--- config.mk ---
export PLATFORM = sky130hd
export DESIGN_NAME = hwrs_ctrl
export DESIGN_NICKNAME = d
export VERILOG_FILES = /design/src/hw/rtl/hwrs_pkg.sv /design/src/hw/rtl/hwrs_ctrl.sv
export SDC_FILE = /design/constraint.sdc
export NUM_CORES = 1
export LEC_CHECK = 0
export BUFFER_PORTS_ARGS = -buffer_cell sky130_fd_sc_hd__buf_4
export CORE_AREA = 3 3 40 42
export CTS_CLUSTER_DIAMETER = 100
export DETAILED_ROUTE_END_ITERATION = 12
export DIE_AREA = 0 0 43 45
export GPL_ROUTABILITY_DRIVEN = 0
export HOLD_SLACK_MARGIN = 0.15
export PLACE_DENSITY = 0.35
export SLEW_MARGIN = 20
export SYNTH_ARGS = -nofsm -noshare
export SYNTH_HDL_FRONTEND = slang
export SYNTH_SLANG_ARGS = --single-unit
--- constraint.sdc ---
create_clock -name i_clk -period 0.8 [get_ports i_clk]
set_input_delay 0.16 -clock i_clk [delete_from_list [all_inputs] [get_ports i_clk]]
set_output_delay 0.16 -clock i_clk [all_outputs]
set_load 0.03 [all_outputs]
--- src/hw/rtl/hwrs_pkg.sv ---
`default_nettype none
package hwrs_pkg;

    localparam int CFG_W     = 11;
    localparam int LIMIT_W   = 17;
    localparam int SAMPLE_W  = 64;
    localparam int INDEX_W   = 16;

    localparam logic [CFG_W-1:0]    CFG_RESET  = 11'd1024;
    localparam logic [SAMPLE_W-1:0] SAMPLE_MAX = {SAMPLE_W{1'b1}};

    localparam logic [1:0] MODE_ADD   = 2'd0;
    localparam logic [1:0] MODE_READ  = 2'd1;
    localparam logic [1:0] MODE_CLEAR = 2'd2;

    typedef struct packed {
        logic [1:0]          mode;
        logic [SAMPLE_W-1:0] sample_value;
        logic [INDEX_W-1:0]  bucket_index;
    } t_in_item;

    typedef struct packed {
        logic [SAMPLE_W-1:0] bucket_count;
        logic [SAMPLE_W-1:0] sample_count;
        logic [SAMPLE_W-1:0] sample_sum;
        logic [SAMPLE_W-1:0] smallest_sample;
        logic [SAMPLE_W-1:0] largest_sample;
        logic [SAMPLE_W-1:0] overflow_count;
    } t_out_item;

    // Controller to datapath
    typedef struct packed {
        logic capture;
        logic exec;
        logic sweep_step;
    } t_dp_cmd;

    // Datapath to controller
    typedef struct packed {
        logic item_clear;
        logic sweep_last;
    } t_dp_sts;

endpackage
`default_nettype wire

--- src/hw/rtl/hwrs_ctrl.sv ---
`default_nettype none
module hwrs_ctrl
    import hwrs_pkg::*;
(
    input  wire logic    i_clk,
    input  wire logic    i_rst_n,
    input  wire logic    i_in_valid,
    input  wire logic    i_out_stall,
    input  wire t_dp_sts i_sts,
    output t_dp_cmd      o_cmd,
    output logic         o_in_stall,
    output logic         o_out_valid
);

    typedef enum logic [1:0] {
        ST_SWEEP,
        ST_IDLE,
        ST_EXEC
    } t_state;

    t_state r_state;
    logic   r_out_valid;
    logic   out_free;

    assign out_free    = !r_out_valid || !i_out_stall;
    assign o_in_stall  = (r_state != ST_IDLE);
    assign o_out_valid = r_out_valid;

    always_comb begin
        o_cmd = '0;
        unique case (r_state)
            ST_SWEEP: o_cmd.sweep_step = 1'b1;
            ST_IDLE:  o_cmd.capture    = i_in_valid;
            ST_EXEC:  o_cmd.exec       = out_free;
            default:  o_cmd            = '0;
        endcase
    end

    always_ff @(posedge i_clk) begin
        if (!i_rst_n) begin
            r_state     <= ST_SWEEP;
            r_out_valid <= 1'b0;
        end else begin
            if (r_out_valid && !i_out_stall) begin
                r_out_valid <= 1'b0;
            end
            unique case (r_state)
                ST_SWEEP: begin
                    if (i_sts.sweep_last) begin
                        r_state <= ST_IDLE;
                    end
                end
                ST_IDLE: begin
                    if (i_in_valid) begin
                        r_state <= ST_EXEC;
                    end
                end
                ST_EXEC: begin
                    // hold the finished item until the output slot frees up
                    if (out_free) begin
                        r_out_valid <= 1'b1;
                        r_state     <= i_sts.item_clear ? ST_SWEEP : ST_IDLE;
                    end
                end
                default: r_state <= ST_IDLE;
            endcase
        end
    end

endmodule
`default_nettype wire

==> impl_metrics.json, run 1 <==
{
  "outcome": "finished with violations",
  "violations": "negative setup slack",
  "path_max_fanout": 3,
  "synth_area_um2": 137.6,
  "ir_worst_vdd_mv": 0.5918,
  "grt_pass1_vias": 205,
  "rsz0062_at_grt": "yes",
  "hp-class": "primary input to register",
  "synth_area_leaders": "dfxtp_1 (44%), a21oi_1 (11%), nand3b_1 (11%), nand2_1 (8.2%), a21boi_1 (5.5%)",
  "ant_nets": 0,
  "clockBufferDepth": 2,
  "route.detailed.drc": 0,
  "arrival_ns": 0.96,
  "antenna_found_initial": 0,
  "critPathRequiredTime_ns": 0.64,
  "yosys_register_bits": 3,
  "synth-seq-area-share_pct": 43.64,
  "avgSynthCellArea_um2": 7.646,
  "slew_viol_final": 0,
  "rows": 13,
  "utilization_pct": 27.75,
  "fmax_mhz": 895.3,
  "drive_above_1_share_pct": 80.00,
  "synthCells": 18,
  "ios": 11,
  "cts_tree": "yes",
  "max-slew-margin-rel_pct": 89.66,
  "insertion_delay_ns": 0.23,
  "num-nets-final": 42,
  "mostFrequentLayoutCells": "buf_6 (7), buf_4 (6), clkbuf_4 (3)",
  "htree_levels": 1,
  "ys_types": 10,
  "period_share_pct": 139.6,
  "grt_pass1_wl_um": 738,
  "clk_pin_slew_ns": 0.03,
  "core_area_um2": 1285,
  "wl_um": 425,
  "yosysWarnings": 0,
  "die_h_um": 45,
  "grt_use_total_pct": 5.653,
  "critPathKind": "register to output pin",
  "p_total_uw": 590.4,
  "tightest_slew_ns": 0.1551,
  "gr-total-overflow": 0,
  "io_buffers": 10,
  "drt_pass1_iterations": 1,
  "finalCriticalPeriod_ns": 1.117,
  "detail_route.vias_per_cell": 3.340,
  "worst_setup_path_end_kind": "output pin",
  "start_util_pct": 10.71,
  "cp-start-kind": "register",
  "drt_iter0_markers": 0,
  "final_common_cell": "buf_6",
  "num_vias": 167,
  "cap_viol_max_count": 0,
  "dieArea_um2": 1935,
  "diodes": 0,
  "p_per_area_nw_per_um2": 1656,
  "finalSetupViolations": 7,
  "netlist.area_leader.share_pct": 43.64,
  "die_w_um": 43,
  "p_leak_nw": 0.1535,
  "worst_slack_ns": -0.3169,
  "area_delta_synth_final_pct": 159.1,
  "hold_violations": 0,
  "synth.largest_area_cell": "dfxtp_1",
  "fin_skew_ns": 0.0003147,
  "cts_sinks": 3,
  "grt_max_degree": 5,
  "avgRoutedWirePerCell_um": 8.500,
  "cts_buffers": 3,
  "syn_nets": 24,
  "root_buffer": "clkbuf_4"
}
## state kept, by name, indices dropped and copies added, names as in the netlist
name,cells
o_out_valid,1
r_state,2
## synthesized netlist by cell type
cell	count
nand2b_1	1
nand3b_1	2
dfxtp_1	3
a21boi_1	1
and2_1	1
inv_1	2
a21oi_1	3
nand2_1	3
o21ai_1	1
nor2_1	1
## power breakdown
part,internal (mW),switching [mW],total [mW]
Combinational,0.0885,0.0780,0.166
Clock,0.187,0.0725,0.259
Sequential,0.156,0.00921,0.165
## final cells by class
type	count	area, um2
tap	15	18.77
sequential	3	68.82
fill	136	928.4
multi-input combinational	13	108.9
clock buffer	4	26.28
timing repair buffer	13	123.9
inverter	2	10.01
## through the flow
| step | hold WS [ns] | setup WS, ns | setup TNS [ns] | cells | cell area (um2) |
|---|---|---|---|---|---|
| 2_1_floorplan | 0.2687 | -0.04672 | -0.09732 | 18 | 167.7 |
| 3_3_place_gp | 0.3993 | -0.1022 | -0.4121 | 45 | 276.5 |
| 3_5_place_dp | 0.4013 | -0.1127 | -0.4474 | 45 | 276.5 |
| 4_1_cts | 0.1667 | -0.3244 | -1.556 | 50 | 349.1 |
| 5_1_grt | 0.1750 | -0.3532 | -1.724 | 50 | 356.6 |
| 6_report | 0.1650 | -0.3169 | -1.479 | 50 | 356.6 |
## cells by family after synthesis
family,share of synthesized area (%)
buf+inv,5.457
compound gates,20.00
flops,43.64
simple gates,30.91
## path summary, 6_finish.rpt
check	start	to	slack [ns]	cells past startpoint
worst max-delay path	r_state[0]$_SDFFE_PN0P_	o_cmd[1]	-0.32	3
worst min-delay path	i_rst_n	r_state[1]$_SDFFE_PN0P_	0.16	2
worst max register to register	r_state[1]$_SDFFE_PN0P_	r_state[1]$_SDFFE_PN0P_	-0.13	4
worst min register to register	r_state[1]$_SDFFE_PN0P_	r_state[0]$_SDFFE_PN0P_	0.54	2
## worst max-delay path: stages, from the launching register on
cell	delay, ns
dfxtp_2	0.32
nand2b_4	0.16
a21oi_4	0.11
buf_6	0.14
## repair_timing
action,4_1_cts,5_1_grt
endpoints found under the setup margin,7,7
buffers inserted,1,0
pin swaps,3,2
resized for setup,12,2
hold buffers,0,0
## metal layers
metal	vias up	share of wire, %	GRT usage [%]
met3	0	4.2	1.594
met2	2	61	8.383
met5	-	0	0
li1	92	-	-
met1	73	34	5.036
met4	0	0	9.036
(Power assumes the default switching activity.)
==> run 2, diff against run 1 <==
- ABC_AREA: default -> 1
- PLACE_DENSITY: 0.35 -> 0.39
- TNS_END_PERCENT: default -> 30
==> impl_metrics.json, run 2 <==
{
  "hold_depth": 3,
  "route.detailed.drc": 0,
  "detail_route.vias_per_cell": 3.591,
  "reg2reg_slack_ns": -0.21,
  "cp_slowest_cell": "dfxtp_4",
  "grt_pass1_wl_um": 828,
  "yosys-top-cells-count": "inv_1 (7), nor2_1 (4), dfxtp_1 (3), nand3_1 (3)",
  "largest_register": "r_state",
  "ant_nets": 0,
  "cp-start-kind": "register",
  "dieArea_um2": 1935,
  "finalSetupTns_ns": -1.809,
  "avgRoutedWirePerCell_um": 7.485,
  "arrival_ns": 0.98,
  "outcome": "finished with violations",
  "area_delta_synth_final_pct": 138.2,
  "fmax_mhz": 878.3,
  "mostFrequentLayoutCells": "buf_4 (14), inv_1 (5), buf_6 (5)",
  "cts_tree": "yes",
  "ios": 11,
  "rsz0062_at_grt": "yes",
  "io_buffers": 10,
  "cap_viol_max_count": 0,
  "hpwl_um": 414.6,
  "synth.most_common_cell": "inv_1",
  "insertion_delay_ns": 0.23,
  "synth-seq-area-share_pct": 33.33,
  "critPathKind": "register to output pin",
  "start_util_pct": 14.02,
  "finalCriticalPeriod_ns": 1.139,
  "rows": 13,
  "num_vias": 237,
  "avgSynthCellArea_um2": 6.435,
  "synth.largest_area_cell": "dfxtp_1",
  "p_per_area_nw_per_um2": 1491,
  "ir_worst_vdd_mv": 0.5013,
  "period_share_pct": 142.3,
  "r2r_cells": 7,
  "worst_slack_ns": -0.3386,
  "utilization_pct": 33.40,
  "min_from": "i_rst_n",
  "yosys_register_bits": 3,
  "ys_types": 11,
  "worst_setup_path_end_kind": "output pin",
  "ys_async_sr_fraction_pct": 0,
  "largest_reg_flops": 2,
  "crit_top_cell": "inv_4",
  "slew_viol_final": 0,
  "finalSetupViolations": 8,
  "min_to": "r_state[0]$_SDFFE_PN0P_",
  "cts_sinks": 3,
  "synth-edff-count": 0,
  "synth_area_um2": 180.2,
  "path_max_fanout": 3,
  "p_leak_nw": 0.2154,
  "antenna_found_initial": 0,
  "drt_iter0_markers": 1,
  "grt_pass1_vias": 233,
  "critical_path.top_delay_family": "flip-flops",
  "r2r_start": "r_state[1]$_SDFFE_PN0P_",
  "cts_buffers": 3,
  "gr-total-overflow": 0,
  "critPathRequiredTime_ns": 0.64,
  "yosysWarnings": 0,
  "htree_levels": 1,
  "wl_um": 494,
  "die_h_um": 45,
  "dpl_cell_area_um2": 345.3,
  "synthCells": 28,
  "max-slew-margin-rel_pct": 91.10,
  "clockBufferDepth": 2,
  "core_area_um2": 1285,
  "cp_cell_sequence": "inv_4 > nor2_4 > nand2_2 > inv_4 > buf_6",
  "synthFlopType": "dfxtp_1",
  "fin_skew_ns": 0.0005167,
  "hp-class": "primary input to register",
  "grt_use_total_pct": 5.990,
  "grt_max_degree": 4,
  "critPathMaxStageDelay_ns": 0.37,
  "clk_pin_slew_ns": 0.03,
  "netlist.area_leader.share_pct": 33.33,
  "final_area_um2": 429.2,
  "drive_above_1_share_pct": 72.55,
  "final_common_cell": "buf_4",
  "violations": "negative setup slack",
  "drt_pass1_iterations": 2,
  "holdBufCountCts": 0,
  "syn_nets": 34,
  "synth_area_leaders": "dfxtp_1 (33%), inv_1 (15%), nand3_1 (8.3%), nor2_1 (8.3%), nand2_2 (6.9%)",
  "critPathBufInv": 3,
  "num-nets-final": 58,
  "root_buffer": "clkbuf_4",
  "die_w_um": 43,
  "diodes": 0,
  "whs_ns": 0.1907,
  "hold_violations": 0,
  "tightest_slew_ns": 0.1333,
  "r2r-end": "r_state[0]$_SDFFE_PN0P_"
}
run 2: cell types whose count changed in the layout (fill, tap and decap cells not counted), sizes merged:
cell | before | now
nand2 | 3 | 4
o21ai | 1 | 0
nand3 | 0 | 3
nor2 | 1 | 6
a21boi | 1 | 0
nand3b | 2 | 0
and2 | 1 | 0
buf | 13 | 19
inv | 2 | 9
nand2b | 1 | 0
run 2: final cells by class:
| class | count | area (um2) |
|---|---|---|
| sequential | 3 | 71.32 |
| inverter | 9 | 41.29 |
| fill | 142 | 855.8 |
| timing repair buffer | 19 | 161.4 |
| clock buffer | 4 | 26.28 |
| tap | 15 | 18.77 |
| multi-input combinational | 16 | 110.1 |
run 2: through the flow:
step | cells | worst slack, ns | total power, mW
finish | 66 | -0.3386 | 0.6397
global route | 66 | -0.3971 | 0.6876
CTS | 66 | -0.3798 | 0.6578
detailed placement | 59 | -0.1767 | 0.3511
global placement | 59 | -0.1656 | 0.3511
floorplan | 28 | -0.1098 | 0.2708
run 2: timing repair:
| action | 4_1_cts | 5_1_grt |
|---|---|---|
| pin swaps | 5 | 4 |
| setup buffers | 3 | 0 |
| resized for setup | 10 | 1 |
| setup endpoints to repair | 8 | 8 |
run 2: where the power goes:
part / switching, mW / total [mW] / internal, mW
Sequential: 0.0151 / 0.172 / 0.157
Combinational: 0.105 / 0.209 / 0.105
Clock: 0.0720 / 0.258 / 0.187
Total: 0.192 / 0.640 / 0.448
run 2: worst reg2reg max path, cell delays in order, from the launching register on:
cell     delay [ns]
dfxtp_4        0.37
inv_4          0.04
buf_4          0.12
buf_4          0.11
nand3_1        0.06
nand3_1        0.07
nor2_1         0.09
nor2_1         0.04
run 2: layer usage:
layer  share of wire [%]  up-vias  wire, um  track usage, %
met5                   0        -         0               0
met4                   0        0         0           3.614
met3                 4.5        0        22           3.984
met2                  55        6       273           9.281
met1                  40      103       198           6.010
li1                    -      128         -               -
run 2: cell families (layout without fill, tap and decap cells):
kind of cell | after synthesis | after routing | share of synthesized area (%)
buf+inv | 9 | 32 | 18.75
simple gates | 13 | 13 | 37.50
compound gates | 3 | 3 | 10.42
flops | 3 | 3 | 33.33
run 2: worst max-delay path by stage:
stage,start,slack [ns],depth (start not counted),endpoint
3_5_place_dp,r_state[0]$_SDFFE_PN0P_,-0.18,5,o_cmd[2]
5_1_grt,r_state[0]$_SDFFE_PN0P_,-0.40,5,o_cmd[2]
2_1_floorplan,r_state[1]$_SDFFE_PN0P_,-0.11,4,o_cmd[1]
4_1_cts,r_state[0]$_SDFFE_PN0P_,-0.38,5,o_cmd[2]
6_report,r_state[0]$_SDFFE_PN0P_,-0.34,5,o_cmd[2]
3_3_place_gp,r_state[1]$_SDFFE_PN0P_,-0.17,5,o_cmd[1]
==> run 3, diff against run 2 <==
- ABC_AREA: 1 -> default
- CELL_PAD_IN_SITES_DETAIL_PLACEMENT: default -> 0
- CELL_PAD_IN_SITES_GLOBAL_PLACEMENT: default -> 2
- PLACE_DENSITY: 0.39 -> 0.55
==> impl_metrics.json, run 3 (synthesis results as in run 1) <==
{
  "tightest_slew_ns": 0.1271,
  "htree_levels": 1,
  "min_from": "i_rst_n",
  "finalCriticalPeriod_ns": 1.123,
  "cp_cell_sequence": "nand3b_1 > inv_2 > buf_6",
  "io_buffers": 10,
  "critPathBufInv": 2,
  "largest_register": "r_state",
  "drt_pass1_iterations": 2,
  "finalSetupTns_ns": -1.717,
  "fin_skew_ns": 0.001906,
  "clk_pin_slew_ns": 0.04,
  "dpl_cell_area_um2": 271.5,
  "detail_route.vias_per_cell": 3.519,
  "cts_tree": "yes",
  "antenna_found_initial": 0,
  "path_max_fanout": 5,
  "slew_viol_final": 0,
  "worst_setup_path_end_kind": "output pin",
  "reg2reg_slack_ns": -0.25,
  "cp-start-kind": "register",
  "hold_violations": 0,
  "wl_um": 466,
  "die_w_um": 43,
  "max-slew-margin-rel_pct": 91.53,
  "final_area_um2": 344.1,
  "dieArea_um2": 1935,
  "p_leak_nw": 0.1555,
  "min_to": "r_state[1]$_SDFFE_PN0P_",
  "num-nets-final": 44,
  "cts_buffers": 3,
  "area_delta_synth_final_pct": 150.0,
  "final_common_cell": "buf_4",
  "drive_above_1_share_pct": 70.27,
  "rows": 13,
  "gr-total-overflow": 0,
  "ant_nets": 0,
  "p_per_area_nw_per_um2": 1725,
  "r2r_start": "r_state[1]$_SDFFE_PN0P_",
  "hp-class": "primary input to register",
  "ir_worst_vdd_mv": 0.4409,
  "arrival_ns": 0.96,
  "start_util_pct": 10.71,
  "route.detailed.drc": 0,
  "drt_iter0_markers": 1,
  "outcome": "finished with violations",
  "period_share_pct": 140.3,
  "finalSetupViolations": 7,
  "clockBufferDepth": 2,
  "rsz0062_at_grt": "yes",
  "nFillCells": 144,
  "critPathKind": "register to output pin",
  "r2r-end": "r_state[1]$_SDFFE_PN0P_",
  "worst_slack_ns": -0.3226,
  "violations": "negative setup slack",
  "critPathRequiredTime_ns": 0.64,
  "root_buffer": "clkbuf_4",
  "holdBufCountCts": 0,
  "grt_pass1_wl_um": 800,
  "grt_use_total_pct": 6.417,
  "r2r_cells": 5,
  "avgRoutedWirePerCell_um": 8.962,
  "fmax_mhz": 890.8,
  "grt_max_degree": 6,
  "grt_pass1_vias": 203,
  "core_area_um2": 1285,
  "ios": 11,
  "largest_reg_flops": 2,
  "insertion_delay_ns": 0.23,
  "mostFrequentLayoutCells": "buf_4 (10), buf_6 (5), clkbuf_4 (3)",
  "die_h_um": 45,
  "diodes": 0,
  "critPathMaxStageDelay_ns": 0.34,
  "cp_slowest_cell": "dfxtp_2",
  "hold_depth": 2,
  "critical_path.top_delay_family": "flip-flops",
  "num_vias": 183,
  "cap_viol_max_count": 0,
  "cts_sinks": 3
}
run 3: how the worst max path moves through the flow:
stage	start	endpoint	slack, ns	cells after the start
3_5_place_dp	r_state[1]$_SDFFE_PN0P_	o_cmd[2]	-0.12	3
2_1_floorplan	r_state[0]$_SDFFE_PN0P_	o_cmd[1]	-0.05	2
3_3_place_gp	r_state[1]$_SDFFE_PN0P_	o_cmd[2]	-0.12	3
5_1_grt	r_state[1]$_SDFFE_PN0P_	o_cmd[2]	-0.37	3
4_1_cts	r_state[1]$_SDFFE_PN0P_	o_cmd[2]	-0.33	3
6_report	r_state[1]$_SDFFE_PN0P_	o_cmd[2]	-0.32	3
run 3: metrics by stage:
| step | setup slack (ns) | hold slack (ns) | power [mW] | utilization, % | cells |
|---|---|---|---|---|---|
| finish | -0.3226 | 0.1625 | 0.5935 | 26.78 | 52 |
| global placement | -0.1218 | 0.3876 | 0.3022 | 21.13 | 45 |
| detailed placement | -0.1201 | 0.4009 | 0.3021 | 21.13 | 45 |
| floorplan | -0.04672 | 0.2687 | 0.2391 | - | 18 |
| CTS | -0.3348 | 0.1501 | 0.6037 | 26.19 | 51 |
| global route | -0.3742 | 0.1715 | 0.6307 | 26.78 | 52 |
run 3: power breakdown:
group / total [mW] / internal [mW] / switching [mW]
clock: 0.271 / 0.187 / 0.0837
combinational: 0.156 / 0.0834 / 0.0731
sequential: 0.166 / 0.158 / 0.00840
run 3: what timing repair did:
item,in CTS,in global routing
setup buffers,2,1
endpoints found under the hold margin,0,0
pin swaps,0,2
gates resized for setup,7,0
setup endpoints to repair,7,8
run 3: layer usage:
| metal | vias to the layer above | share of wire, % | track usage, % |
|---|---|---|---|
| li1 | 96 | - | - |
| met1 | 82 | 35 | 5.556 |
| met2 | 3 | 60 | 8.982 |
| met3 | 2 | 1.1 | 2.390 |
| met4 | 0 | 3.4 | 10.84 |
| met5 | - | 0 | 0 |
run 3: cell type report:
class / count / area (um2) / share of cell area, %
clock buffers: 4 / 26.28 / 7.636
multi-input cells: 13 / 93.84 / 27.27
flip-flops and latches: 3 / 66.31 / 19.27
inverters: 2 / 7.507 / 2.182
repair buffers: 15 / 131.4 / 38.18
well taps: 15 / 18.77 / 5.455
run 3: worst register-to-register path, stage by stage (launching register included):
cell and delay (ns):
dfxtp_2 0.34, nand3b_1 0.20, buf_4 0.15, buf_4 0.12, o21ai_1 0.06, and2_1 0.13
